## src/rtl/core/tnc_pkg.sv

```systemverilog
`default_nettype none

package tnc_pkg;

   // result field widths
   localparam int PIXEL_X_BITS = 12;
   localparam int PIXEL_Y_BITS = 16;

   // configuration port
   localparam int CSR_INDEX_BITS = 3;
   localparam int CSR_DATA_BITS  = 18;
   localparam int FRAME_WIDTH_BITS  = 13;
   localparam int FRAME_HEIGHT_BITS = 16;
   localparam int GRAD_THR_BITS     = 18;
   localparam int VERT_THR_BITS     = 17;

   // frame height reset is 4096 rows, held as the last row index
   localparam logic [FRAME_HEIGHT_BITS-1:0] RESET_LAST_ROW = 16'd4095;

   // queue between classifier and result side
   localparam int QDEPTH      = 8;
   localparam int QPTR_BITS   = 3;
   localparam int QLEVEL_BITS = 4;

   typedef enum logic [CSR_INDEX_BITS-1:0] {
      CSR_FRAME_WIDTH        = 3'd0,
      CSR_FRAME_HEIGHT       = 3'd1,
      CSR_SLOPE_THRESHOLD    = 3'd2,
      CSR_FLAT_THRESHOLD     = 3'd3,
      CSR_VERTICAL_THRESHOLD = 3'd4,
      CSR_TERRACE_LOW        = 3'd5,
      CSR_TERRACE_HIGH       = 3'd6
   } csr_index_type;

   typedef enum logic [1:0] {
      CLASS_PLAIN    = 2'd0,
      CLASS_TERRACE  = 2'd1,
      CLASS_MOUNTAIN = 2'd2,
      CLASS_SLOPE    = 2'd3
   } class_type;

   // one classified sample: pixel above it and, in the last row, its own pixel
   typedef struct packed {
      logic [PIXEL_X_BITS-1:0] pixel_x;
      logic [PIXEL_Y_BITS-1:0] pixel_y;
      class_type               class_code;
      logic                    emit_above;
      logic                    emit_own;
   } rec_type;

endpackage

`default_nettype wire

```

## src/rtl/core/tnc_fifo.sv

```systemverilog
`default_nettype none

module tnc_fifo (
   input  wire logic                             clock,
   input  wire logic                             reset,
   input  wire logic                             wr_en,
   input  wire tnc_pkg::rec_type                 wr_rec,
   input  wire logic                             rd_en,
   output logic                                  head_valid,
   output tnc_pkg::rec_type                      head_rec,
   output logic [tnc_pkg::QLEVEL_BITS-1:0]       level
);

   tnc_pkg::rec_type                     slot_ff [tnc_pkg::QDEPTH];
   logic [tnc_pkg::QPTR_BITS-1:0]        wr_ptr_ff, wr_ptr_in, rd_ptr_ff, rd_ptr_in;
   logic [tnc_pkg::QLEVEL_BITS-1:0]      level_ff, level_in;
   logic                                 do_rd;

   always_comb begin
      do_rd      = rd_en && (level_ff != '0);
      wr_ptr_in  = wr_en ? wr_ptr_ff + 3'd1 : wr_ptr_ff;
      rd_ptr_in  = do_rd ? rd_ptr_ff + 3'd1 : rd_ptr_ff;
      level_in   = level_ff + {3'd0, wr_en} - {3'd0, do_rd};
      head_valid = level_ff != '0;
      head_rec   = slot_ff[rd_ptr_ff];
      level      = level_ff;
   end

   always_ff @(posedge clock) begin
      if (reset) begin
         wr_ptr_ff <= '0;
         rd_ptr_ff <= '0;
         level_ff  <= '0;
      end else begin
         wr_ptr_ff <= wr_ptr_in;
         rd_ptr_ff <= rd_ptr_in;
         level_ff  <= level_in;
      end
   end

   always_ff @(posedge clock) begin
      if (wr_en) begin
         slot_ff[wr_ptr_ff] <= wr_rec;
      end
   end

endmodule

`default_nettype wire

```

## config.mk

```make
export PLATFORM = sky130hd
export DESIGN_NAME = tnc_fifo
export DESIGN_NICKNAME = d
export VERILOG_FILES = /design/src/rtl/core/tnc_pkg.sv /design/src/rtl/core/tnc_fifo.sv
export SDC_FILE = /design/constraint.sdc
export NUM_CORES = 1
export LEC_CHECK = 0
export ABC_AREA = 1
export BUFFER_PORTS_ARGS = -buffer_cell sky130_fd_sc_hd__clkbuf_2
export CORE_ASPECT_RATIO = 1.5
export CORE_UTILIZATION = 56
export DETAILED_ROUTE_END_ITERATION = 10
export PLACE_DENSITY = 0.8
export SETUP_SLACK_MARGIN = 0.3
export SYNTH_ARGS = -nofsm -noshare
export SYNTH_HDL_FRONTEND = slang
export SYNTH_SLANG_ARGS = --single-unit
```

## constraint.sdc

```tcl
create_clock -name clock -period 6.1 [get_ports clock]
set_clock_uncertainty 0.1 [all_clocks]
set_input_delay 1.22 -clock clock [delete_from_list [all_inputs] [get_ports clock]]
set_output_delay 1.22 -clock clock [all_outputs]
set_load 0.1 [all_outputs]
```

==> flow_metrics.tcl <==
set metrics [dict create \
    dieArea_um2 21700 \
    period_share 0.807 \
    rsz0062_at_grt "no" \
    diodes 0 \
    hold_viol 0 \
    postRouteAntennaNets 0 \
    hold_path.class "flip-flop to flip-flop" \
    crit_type "flip-flop to output port" \
    clockBufferDepth 3 \
    reg2reg_slack_ns 3.88 \
    die_w_um 121 \
    synth_area_um2 11800 \
    worstSkewPairLatency_ns 0.50 \
    synth_top_cell_by_area "edfxtp_1" \
    setup_viol 0 \
    fin_setup_tns_ns 0 \
    vdd_drop_max_uv 401 \
    yosysWarnings 0 \
    numCtsBuffers 23 \
    period_minus_slack_ns 4.93 \
    grt_pass1_vias 7608 \
    grt_pass1_wl_mm 37.2 \
    place_congestion 0.751 \
    cts_tree "yes" \
    cts-htree-levels 1 \
    max-cap-violations 0 \
    rr_endpoint "level[2]$_SDFF_PP0_" \
    grt_overflow 0 \
    vias_per_cell 5.07 \
    ioPinCount 73 \
    antenna_found_initial 0 \
    powerDensity_nw_per_um2 412 \
    p_leak_nw 6.07 \
    synth_nets 1237 \
    clk_pin_slew_ns 0.07 \
    cts_setup_buffers 0 \
    routed-via-count 7793 \
    synth.distinct_cells 17 \
    coreArea_um2 20500 \
    num-fill-cells 1564 \
    fin_area_um2 13100 \
    portBuffers 72 \
    yosysSeqAreaShare 0.673 \
    synth.avg_cell_area_um2 9.89 \
    synth_cells 1194 \
    fin_nets 1300 \
    tightest_slew_ns 1.00 \
    synth.top_cell.area_share 0.651 \
    grt_max_degree 89 \
    stdcell_count 1537 \
    drt-initial-drc-count 557 \
    drive_gt1_frac 0.103 \
    std_cell_rows 64 \
    worst_ep_arrival_time_ns 3.61 \
    ff2ff_path_depth 10 \
    synthTopCellsByArea "edfxtp_1 (65%), nand2_1 (14%), inv_1 (8.6%)" \
    placedCellCount 1496 \
    synth-seq-cells 269 \
    setup_slack_ns 1.17 \
    status "finished, final reports clean" \
    post_cts_resized 0 \
    p_total_mw 5.39 \
    dpl_cell_area_um2 12400 \
    syn_to_final_growth_pct 10.7 \
    start_util 0.576 \
    drt-total-wl_mm 23.3 \
    maxSlewViolCount 0 \
    holdBufCountCts 0 \
    cts_root_buf "clkbuf_16" \
    crit_path_end_kind "output port" \
    fmax_ghz 0.203 \
    path_max_fanout 88 \
    drc 0 \
    cts.sinks 269 \
    pre_cts_slack_ns 1.72 \
    place_hpwl_mm 13.1 \
    r2r-start "level[2]$_SDFF_PP0_" \
    slew-limit-headroom 0.330 \
    routedWlPerCell_um 15.2 \
    track_usage 0.221 \
    cp-start-kind "flip-flop" \
    worstSetupEndpoint "head_rec[0]" \
    fp.dieH_um 180 \
    drtPass1Iterations 5 \
    cp.required_ns 4.78 \
]
## layout make-up
| class | count | area, um^2 | area share |
|---|---|---|---|
| Inverter | 274 | 1030 | 0.0788 |
| Clock buffer | 30 | 602 | 0.0461 |
| Clock inverter | 11 | 104 | 0.00795 |
| Tap cell | 264 | 330 | 0.0253 |
| Timing Repair Buffer | 86 | 465 | 0.0356 |
| Multi-Input combinational cell | 603 | 2580 | 0.197 |
| Sequential cell | 269 | 7950 | 0.609 |
## worst max-delay path, cell delays in order, from the launching register on
cell      delay [ns]
dfxtp_4         0.76
clkinv_2        0.64
buf_4           0.59
nand2_1         0.18
nand3_1         0.08
nand2_1         0.10
nand2_1         0.05
nand2_1         0.16
clkbuf_2        0.48
## state kept, by name, summed over array words and instances (netlist names), named ones only
| signal | count |
|---|---|
| slot_ff | 256 |
| wr_ptr_ff | 3 |
| rd_ptr_ff | 3 |
| level | 4 |
## cells by family (layout without fill, tap and decap cells)
family | after synthesis | after routing | share of synthesized area
flip-flops | 269 | 269 | 0.673
AO/OA/AOI/OAI | 12 | 12 | 0.00509
adder cells (fa/ha/maj) | 7 | 7 | 0.00805
buffers and inverters | 322 | 401 | 0.113
AND/OR/NAND/NOR | 584 | 584 | 0.200
## cells in the final DEF, fill, tap and decap left out, types with 3 or more instances in the layout
master     synthesis  final
o21ai_0            4      4
clkbuf_16          0     23
nand3_1          134    134
clkbuf_2           0     72
clkinv_2           0      6
clkbuf_1           7      7
ha_1               6      6
nor2_1            18     10
nand2_1          430    430
edfxtp_1         256    256
dfxtp_1           13     11
a21oi_1            8      8
clkinv_1           0      3
inv_1            272    272
buf_4              7     14
nor2_4             0      8
## synthesized netlist by cell type
library cell  count
buf_1             6
buf_4             7
inv_1           272
inv_2             2
nand3_1         134
dfxtp_1          13
a21oi_1           8
nor2_1           18
buf_2            17
clkbuf_1          7
fa_1              1
or2_2             2
edfxtp_1        256
nand2_1         430
buf_6            11
o21ai_0           4
ha_1              6
## metrics by stage
stage,utilization,hold WS [ns]
after floorplan,-,0.363
after CTS,0.637,0.413
after global routing,0.637,0.441
after detailed placement,0.603,0.391
final,0.637,0.411
after global placement,0.603,0.375
## routing by layer
| metal | vias to the layer above | track usage | share of wire |
|---|---|---|---|
| met5 | - | 0 | 0 |
| met4 | 0 | 0.0864 | 0.031 |
| met3 | 52 | 0.0276 | 0.062 |
| met2 | 267 | 0.400 | 0.53 |
| met1 | 3650 | 0.264 | 0.38 |
| li1 | 3824 | - | - |
## worst min path at each step
stage	cells past startpoint	from	slack, ns	end
final	2	rd_ptr_ff[2]$_SDFFE_PP0P_	0.41	flip-flop
after floorplan	2	wr_ptr_ff[0]$_SDFFE_PP0P_	0.36	wr_ptr_ff[0]$_SDFFE_PP0P_
after CTS	2	rd_ptr_ff[2]$_SDFFE_PP0P_	0.41	flip-flop
after detailed placement	2	rd_ptr_ff[2]$_SDFFE_PP0P_	0.39	flip-flop
after global routing	2	rd_ptr_ff[2]$_SDFFE_PP0P_	0.44	flip-flop
after global placement	2	rd_ptr_ff[2]$_SDFFE_PP0P_	0.37	flip-flop
## where the power goes
part	total, mW	internal, mW	switching, mW
clock	1.38	0.781	0.604
combinational	1.86	0.339	1.52
sequential	2.14	2.08	0.0552
total	5.39	3.20	2.18
(Power assumes the default switching activity.)
