$ cat config.mk
export PLATFORM = sky130hd
export DESIGN_NAME = tnc_emit
export DESIGN_NICKNAME = d
export VERILOG_FILES = /design/src/rtl/core/tnc_pkg.sv /design/src/rtl/core/tnc_emit.sv
export SDC_FILE = /design/constraint.sdc
export NUM_CORES = 1
export LEC_CHECK = 0
export BUFFER_PORTS_ARGS = -buffer_cell sky130_fd_sc_hd__buf_2
export CAP_MARGIN = 20
export CORE_UTILIZATION = 32
export DETAILED_ROUTE_END_ITERATION = 10
export GPL_ROUTABILITY_DRIVEN = 0
export PLACE_DENSITY = 0.84
export SLEW_MARGIN = 25
export SYNTH_ARGS = -nofsm -noshare
export SYNTH_HDL_FRONTEND = slang
export SYNTH_SLANG_ARGS = --single-unit
$ cat constraint.sdc
create_clock -name clock -period 3.1 [get_ports clock]
set_clock_uncertainty 0.1 [all_clocks]
set_input_delay 0.465 -clock clock [delete_from_list [all_inputs] [get_ports clock]]
set_output_delay 0.465 -clock clock [all_outputs]
set_load 0.01 [all_outputs]
$ cat src/rtl/core/tnc_pkg.sv
`default_nettype none

package tnc_pkg;

   // result field widths
   localparam int PIXEL_X_BITS = 12;
   localparam int PIXEL_Y_BITS = 16;

   // configuration port
   localparam int CSR_INDEX_BITS = 3;
   localparam int CSR_DATA_BITS  = 18;
   localparam int FRAME_WIDTH_BITS  = 13;
   localparam int FRAME_HEIGHT_BITS = 16;
   localparam int GRAD_THR_BITS     = 18;
   localparam int VERT_THR_BITS     = 17;

   // frame height reset is 4096 rows, held as the last row index
   localparam logic [FRAME_HEIGHT_BITS-1:0] RESET_LAST_ROW = 16'd4095;

   // queue between classifier and result side
   localparam int QDEPTH      = 8;
   localparam int QPTR_BITS   = 3;
   localparam int QLEVEL_BITS = 4;

   typedef enum logic [CSR_INDEX_BITS-1:0] {
      CSR_FRAME_WIDTH        = 3'd0,
      CSR_FRAME_HEIGHT       = 3'd1,
      CSR_SLOPE_THRESHOLD    = 3'd2,
      CSR_FLAT_THRESHOLD     = 3'd3,
      CSR_VERTICAL_THRESHOLD = 3'd4,
      CSR_TERRACE_LOW        = 3'd5,
      CSR_TERRACE_HIGH       = 3'd6
   } csr_index_type;

   typedef enum logic [1:0] {
      CLASS_PLAIN    = 2'd0,
      CLASS_TERRACE  = 2'd1,
      CLASS_MOUNTAIN = 2'd2,
      CLASS_SLOPE    = 2'd3
   } class_type;

   // one classified sample: pixel above it and, in the last row, its own pixel
   typedef struct packed {
      logic [PIXEL_X_BITS-1:0] pixel_x;
      logic [PIXEL_Y_BITS-1:0] pixel_y;
      class_type               class_code;
      logic                    emit_above;
      logic                    emit_own;
   } rec_type;

endpackage

`default_nettype wire

$ cat src/rtl/core/tnc_emit.sv
`default_nettype none

module tnc_emit (
   input  wire logic                               clock,
   input  wire logic                               reset,
   input  wire logic                               head_valid,
   input  wire tnc_pkg::rec_type                   head_rec,
   output logic                                    deq,
   output logic                                    empty,
   input  wire logic                               pop,
   output logic [tnc_pkg::PIXEL_X_BITS-1:0]        rsp_pixel_x,
   output logic [tnc_pkg::PIXEL_Y_BITS-1:0]        rsp_pixel_y,
   output logic [1:0]                              rsp_class_code,
   output logic                                    rsp_last_of_run
);

   logic phase_ff, phase_in;
   logic show_own, take;

   always_comb begin
      show_own = phase_ff || !head_rec.emit_above;
      take     = pop && head_valid;
      deq      = take && (show_own || !head_rec.emit_own);
      phase_in = take ? (!show_own && head_rec.emit_own) : phase_ff;
      empty    = !head_valid;
      rsp_pixel_x     = head_rec.pixel_x;
      rsp_pixel_y     = show_own ? head_rec.pixel_y : head_rec.pixel_y - 16'd1;
      rsp_class_code  = show_own ? tnc_pkg::CLASS_PLAIN : head_rec.class_code;
      rsp_last_of_run = show_own || !head_rec.emit_own;
   end

   always_ff @(posedge clock) begin
      if (reset) begin
         phase_ff <= 1'b0;
      end else begin
         phase_ff <= phase_in;
      end
   end

endmodule

`default_nettype wire

==> impl_metrics.env, run 1 <==
export IMPL_status="complete, no violations"
export IMPL_cts_hold_buf=0
export IMPL_finalSetupViolCount=0
export IMPL_holdWs_ns=0.390
export IMPL_track_usage_pct=12.9
export IMPL_crit_chain="buf_2 > nor4_4 > nand4_1 > nor4_2 > xor2_1 > buf_2"
export IMPL_vias=549
export IMPL_grt_start_max_net_pins=10
export IMPL_clock_latency_ns=0
export IMPL_drt_wl_total_um=1080
export IMPL_cellLeakagePower_nw=0.323
export IMPL_areaGrowthSynthToFinish_pct=29.4
export IMPL_reg_top3="phase_ff: 1 flops"
export IMPL_hold_violations=0
export IMPL_die_w_um=41.3
export IMPL_cp_required_ns=2.53
export IMPL_async_flop_share_pct=0
export IMPL_p_sw_w=0.0000395
export IMPL_synth_most_common_cell="buf_4"
export IMPL_r2r_setup_slack_ns=1.86
export IMPL_viasPerCell=4.77
export IMPL_cp_buffers_inverters=2
export IMPL_nNetsFinal=139
export IMPL_num_rows=13
export IMPL_final_layout_size_suffix_gt1_share_pct=49.0
export IMPL_critPathCaptureType="output pin"
export IMPL_rsz0062_at_grt="no"
export IMPL_clkPwrFrac_pct=0
export IMPL_synth_common_cells="12 x buf_4, 9 x nand2_1, 7 x nor2_1, 7 x xnor2_1, 7 x xor2_1"
export IMPL_crit_type="input pin to output pin"
export IMPL_crit_fanout=4
export IMPL_reg2reg_to="phase_ff"
export IMPL_yosysTopAreaCell="buf_4"
export IMPL_crit_path_max_incr_delay_ns=0.34
export IMPL_avgSynthCellArea_um2=7.16
export IMPL_grt_pass1_wl_um=1550
export IMPL_maxSlewViolCount=0
export IMPL_die_y_um=41.3
export IMPL_internal_power_w=0.0000481
export IMPL_min_from="phase_ff"
export IMPL_syn_num_nets=106
export IMPL_cp_slowest_cell="nor4_4"
export IMPL_remaining_drc_errors=0
export IMPL_ys_warn_count=0
export IMPL_fill_cells=144
export IMPL_wl_per_cell_um=9.38
export IMPL_portBuffers=44
export IMPL_postCtsResizedCells=0
export IMPL_dr_wl_met2_um=503
export IMPL_netlist_instances=69
export IMPL_ios=69
export IMPL_relSlewSlack_pct=63.5
export IMPL_rr_worst_depth=3
export IMPL_tightest_slew_ns=0.546
export IMPL_min_to="phase_ff"
export IMPL_path_clk_slew_ns=0
export IMPL_netlist_area_leader_share_pct=18.2
export IMPL_powerDensity_nw_per_um2=137
export IMPL_routed_top_layer="met3"
export IMPL_min_period_ns=2.21
export IMPL_ir_worst_vdd_v=0.0000880
export IMPL_diodes=0
export IMPL_switching_share_pct=45.1
export IMPL_wl_met3_um=153
export IMPL_post_cts_buffers=0
export IMPL_ys_top_cells_by_area="buf_4 18%, xnor2_1 12%, xor2_1 12%, nand2_1 6.8%, nor2_1 5.3%"
export IMPL_core_um2=1370
export IMPL_crit_top_cell="buf_2"
export IMPL_drtAntennaViolNets=0
export IMPL_drt_pass1_iterations=4
export IMPL_startpoint_type="input pin"
export IMPL_worstPathArrival_ns=1.65
export IMPL_largest_reg_flops=1
export IMPL_min_path_cells=2
export IMPL_max_cap_viol_count=0
export IMPL_fin_crit_sh_pct=71.3
export IMPL_dieArea_um2=1710
export IMPL_antenna_found_initial=0
export IMPL_met1_length_um=423
export IMPL_pwr_share_comb_pct=84.1
export IMPL_regMostFlops="phase_ff"
export IMPL_hold_path_class="register to register"
export IMPL_gr_total_overflow=0
export IMPL_dp_hpwl_um=984
export IMPL_pwr_share_seq_pct=15.9
export IMPL_multi_input_area_um2=369
export IMPL_start_util_pct=36.2
export IMPL_cp_top_family="simple AND/OR/NAND/NOR gates"
export IMPL_ys_ff_latch=1
export IMPL_ys_seq_area_share_pct=4.05
export IMPL_synth_edf_count=0
export IMPL_synth_ff_type="dfxtp_1"
export IMPL_ff_latch_area_um2=20.0
export IMPL_crit_reg2reg_launch="phase_ff"
export IMPL_netlist_cell_type_count=22
export IMPL_drt_first_iter_violations=4
export IMPL_fmax_mhz=452
export IMPL_grt_pass1_vias=403
export IMPL_syn_cell_area_um2=494
export IMPL_setup_tns_ns=0
==> through the flow <==
step | instance area (um2) | worst slack [ns] | util, % | power [W] | std cells
final | 639 | 0.889 | 46.8 | 0.0000876 | 115
after global routing | 639 | 0.761 | 46.8 | 0.0000965 | 115
after CTS | 639 | 0.865 | 46.8 | 0.0000882 | 115
after detailed placement | 639 | 0.866 | 46.8 | 0.0000881 | 115
after global placement | 639 | 0.898 | 46.8 | 0.0000864 | 115
after floorplan | 494 | 1.15 | - | 0.0000629 | 69
==> layout make-up <==
type | count | area share, %
Inverter | 3 | 1.76
Multi-Input combinational cell | 52 | 57.7
Sequential cell | 1 | 3.13
Tap cell | 15 | 2.94
Timing Repair Buffer | 44 | 34.4
==> worst max path at each step <==
stage                       startpoint              end  slack (ns)  cells after the start
final                     head_rec[10]  rsp_pixel_y[14]        0.89                      6
after global placement    head_rec[10]  rsp_pixel_y[13]        0.90                      6
after floorplan            head_rec[4]  rsp_pixel_y[10]        1.15                      6
after CTS                 head_rec[10]  rsp_pixel_y[15]        0.87                      6
after global routing       head_rec[4]   rsp_pixel_y[8]        0.76                      8
after detailed placement  head_rec[10]  rsp_pixel_y[15]        0.87                      6
==> cells by family after synthesis <==
| group | after synthesis | share of synthesized area, % |
|---|---|---|
| flops | 1 | 4.05 |
| fa+ha+maj | 1 | 2.53 |
| buf+inv | 16 | 21.3 |
| simple gates | 34 | 44.3 |
| compound gates | 3 | 3.04 |
| xor+xnor | 14 | 24.8 |
==> power groups by stage <==
stage / clock (W) / sequential (W) / combinational [W]
5_1_grt: 0 / 0.0000140 / 0.0000825
3_5_place_dp: 0 / 0.0000140 / 0.0000741
4_1_cts: 0 / 0.0000140 / 0.0000742
3_3_place_gp: 0 / 0.0000139 / 0.0000725
2_1_floorplan: 0 / 0.0000138 / 0.0000491
6_report: 0 / 0.0000140 / 0.0000737
==> tightest hold or removal path: stages (launching register included) <==
cell	delay (ns)
dfxtp_1	0.32
nand2_1	0.06
a21oi_1	0.05
==> cells in the final DEF, fill, tap and decap left out, types with 2 or more instances in the layout <==
cell type / n
a21oi_1: 3
and2_1: 3
buf_2: 44
inv_1: 3
nand2_1: 9
nand4_1: 3
nor2_1: 7
nor2b_1: 2
nor4_2: 2
xnor2_1: 7
xor2_1: 7
==> metal layers <==
| metal | up-vias | track usage [%] |
|---|---|---|
| li1 | 281 | - |
| met1 | 230 | 16.5 |
| met2 | 38 | 24.6 |
| met3 | 0 | 1.06 |
| met4 | 0 | 0 |
| met5 | - | 0 |
Power figures use the tool's default switching activity.
==> run 2: changes to the inputs <==
- CORE_ASPECT_RATIO: unset -> 0.75
- CORE_UTILIZATION: 32 -> 27
- PLACE_DENSITY: 0.84 -> 0.76
- clock period: 3.1 -> 2 ns (I/O delays scaled with it)
==> impl_metrics.env, run 2 (synthesis gave the netlist of run 1 again) <==
export IMPL_status="complete, no violations"
export IMPL_dieArea_um2=2010
export IMPL_crit_reg2reg_launch="phase_ff"
export IMPL_place_area_um2=662
export IMPL_drt_pass1_iterations=2
export IMPL_final_cell_mix="44 x buf_2, 9 x nand2_1, 7 x xor2_1, 7 x nor2_1, 7 x xnor2_1"
export IMPL_power_w=0.000139
export IMPL_hold_path_class="input pin to register"
export IMPL_grt_pass1_vias=425
export IMPL_start_util_pct=31.1
export IMPL_portBuffers=44
export IMPL_cp_top_family="simple AND/OR/NAND/NOR gates"
export IMPL_hold_violations=0
export IMPL_final_layout_size_suffix_gt1_share_pct=50.5
export IMPL_critPathCaptureType="output pin"
export IMPL_internal_power_w=0.0000762
export IMPL_switching_share_pct=45.2
export IMPL_reg2reg_to="phase_ff"
export IMPL_min_from="reset"
export IMPL_cp_slowest_cell="nor4_2"
export IMPL_fill_cells=186
export IMPL_viasPerCell=4.50
export IMPL_crit_type="input pin to output pin"
export IMPL_layout_commonest_cell="buf_2"
export IMPL_powerDensity_nw_per_um2=207
export IMPL_grt_pass1_wl_um=1770
export IMPL_startpoint_type="input pin"
export IMPL_antenna_found_initial=0
export IMPL_ios=69
export IMPL_cellLeakagePower_nw=0.337
export IMPL_num_rows=12
export IMPL_crit_fanout=4
export IMPL_track_usage_pct=11.2
export IMPL_r2r_setup_slack_ns=0.77
export IMPL_finalInstanceArea_um2=669
export IMPL_vias=558
export IMPL_min_to="phase_ff"
export IMPL_relSlewSlack_pct=64.1
export IMPL_crit_chain="buf_2 > nor4_2 > nand4_1 > nor4_2 > xor2_1 > buf_2"
export IMPL_max_cap_viol_count=0
export IMPL_final_core_util_pct=42.1
export IMPL_fmax_mhz=528
export IMPL_reg_top3="phase_ff: 1 flops"
export IMPL_clkPwrFrac_pct=0
export IMPL_maxSlewViolCount=0
export IMPL_ir_worst_vdd_v=0.0000922
export IMPL_drt_wl_total_um=1210
export IMPL_regMostFlops="phase_ff"
export IMPL_diodes=0
export IMPL_path_clk_slew_ns=0
export IMPL_min_period_ns=1.89
export IMPL_holdWs_ns=0.357
export IMPL_pwr_share_seq_pct=15.6
export IMPL_rsz0062_at_grt="no"
export IMPL_cp_required_ns=1.60
export IMPL_grt_start_max_net_pins=10
export IMPL_dp_hpwl_um=1110
export IMPL_pwr_share_comb_pct=84.4
export IMPL_nNetsFinal=142
export IMPL_crit_path_max_incr_delay_ns=0.36
export IMPL_die_w_um=51.4
export IMPL_remaining_drc_errors=0
export IMPL_tightest_slew_ns=0.537
export IMPL_cp_buffers_inverters=2
export IMPL_largest_reg_flops=1
export IMPL_areaGrowthSynthToFinish_pct=35.4
export IMPL_setup_tns_ns=0
export IMPL_drtAntennaViolNets=0
export IMPL_finalSetupViolCount=0
export IMPL_fin_crit_sh_pct=94.7
export IMPL_cts_hold_buf=0
export IMPL_rr_worst_depth=3
export IMPL_die_y_um=39.1
export IMPL_clock_latency_ns=0
export IMPL_worstPathArrival_ns=1.49
export IMPL_min_path_cells=2
export IMPL_postCtsResizedCells=0
export IMPL_gr_total_overflow=0
export IMPL_drt_first_iter_violations=3
export IMPL_core_um2=1590
export IMPL_wl_per_cell_um=9.75
export IMPL_p_sw_w=0.0000627
-- run 2: timing repair --
action	CTS	global route
buffers inserted	0	1
setup endpoints to repair	0	1
hold endpoints to repair	0	0
-- run 2: layer usage --
metal	wire (um)	vias to the layer above	share of wire, %	GRT usage, %
met1	536	241	44	14.4
met5	0	-	0	0
met3	102	0	8.4	1.18
met4	0	0	0	0
li1	-	287	-	-
met2	570	30	47	21.4
-- run 2: through the flow --
step                      setup slack, ns  std cells
after detailed placement           0.0685        123
after floorplan                     0.379         69
after global routing              0.00199        124
after CTS                          0.0687        123
final                               0.106        124
after global placement              0.131        123
-- run 2: final cells by class --
type	instances	area (um2)	area share, %
Inverter	3	11.3	1.68
Multi-Input combinational cell	52	369	55.1
Sequential cell	1	20.0	2.99
Tap cell	21	26.3	3.93
Timing Repair Buffer	47	243	36.3
-- run 2: worst max path at each step --
| stage | from | endpoint | cells after the start |
|---|---|---|---|
| 4_1_cts | head_rec[8] | rsp_pixel_y[13] | 6 |
| 2_1_floorplan | head_rec[4] | rsp_pixel_y[10] | 6 |
| 6_report | head_rec[8] | rsp_pixel_y[14] | 6 |
| 3_5_place_dp | head_rec[8] | rsp_pixel_y[13] | 6 |
| 5_1_grt | head_rec[8] | rsp_pixel_y[13] | 6 |
| 3_3_place_gp | head_rec[4] | rsp_pixel_y[10] | 8 |
-- run 2: power by group through the flow --
stage / Sequential (W) / Clock [W] / Combinational, W
finish: 0.0000216 / 0 / 0.000117
global route: 0.0000217 / 0 / 0.000129
CTS: 0.0000216 / 0 / 0.000119
detailed placement: 0.0000216 / 0 / 0.000118
global placement: 0.0000216 / 0 / 0.000115
floorplan: 0.0000215 / 0 / 0.0000760
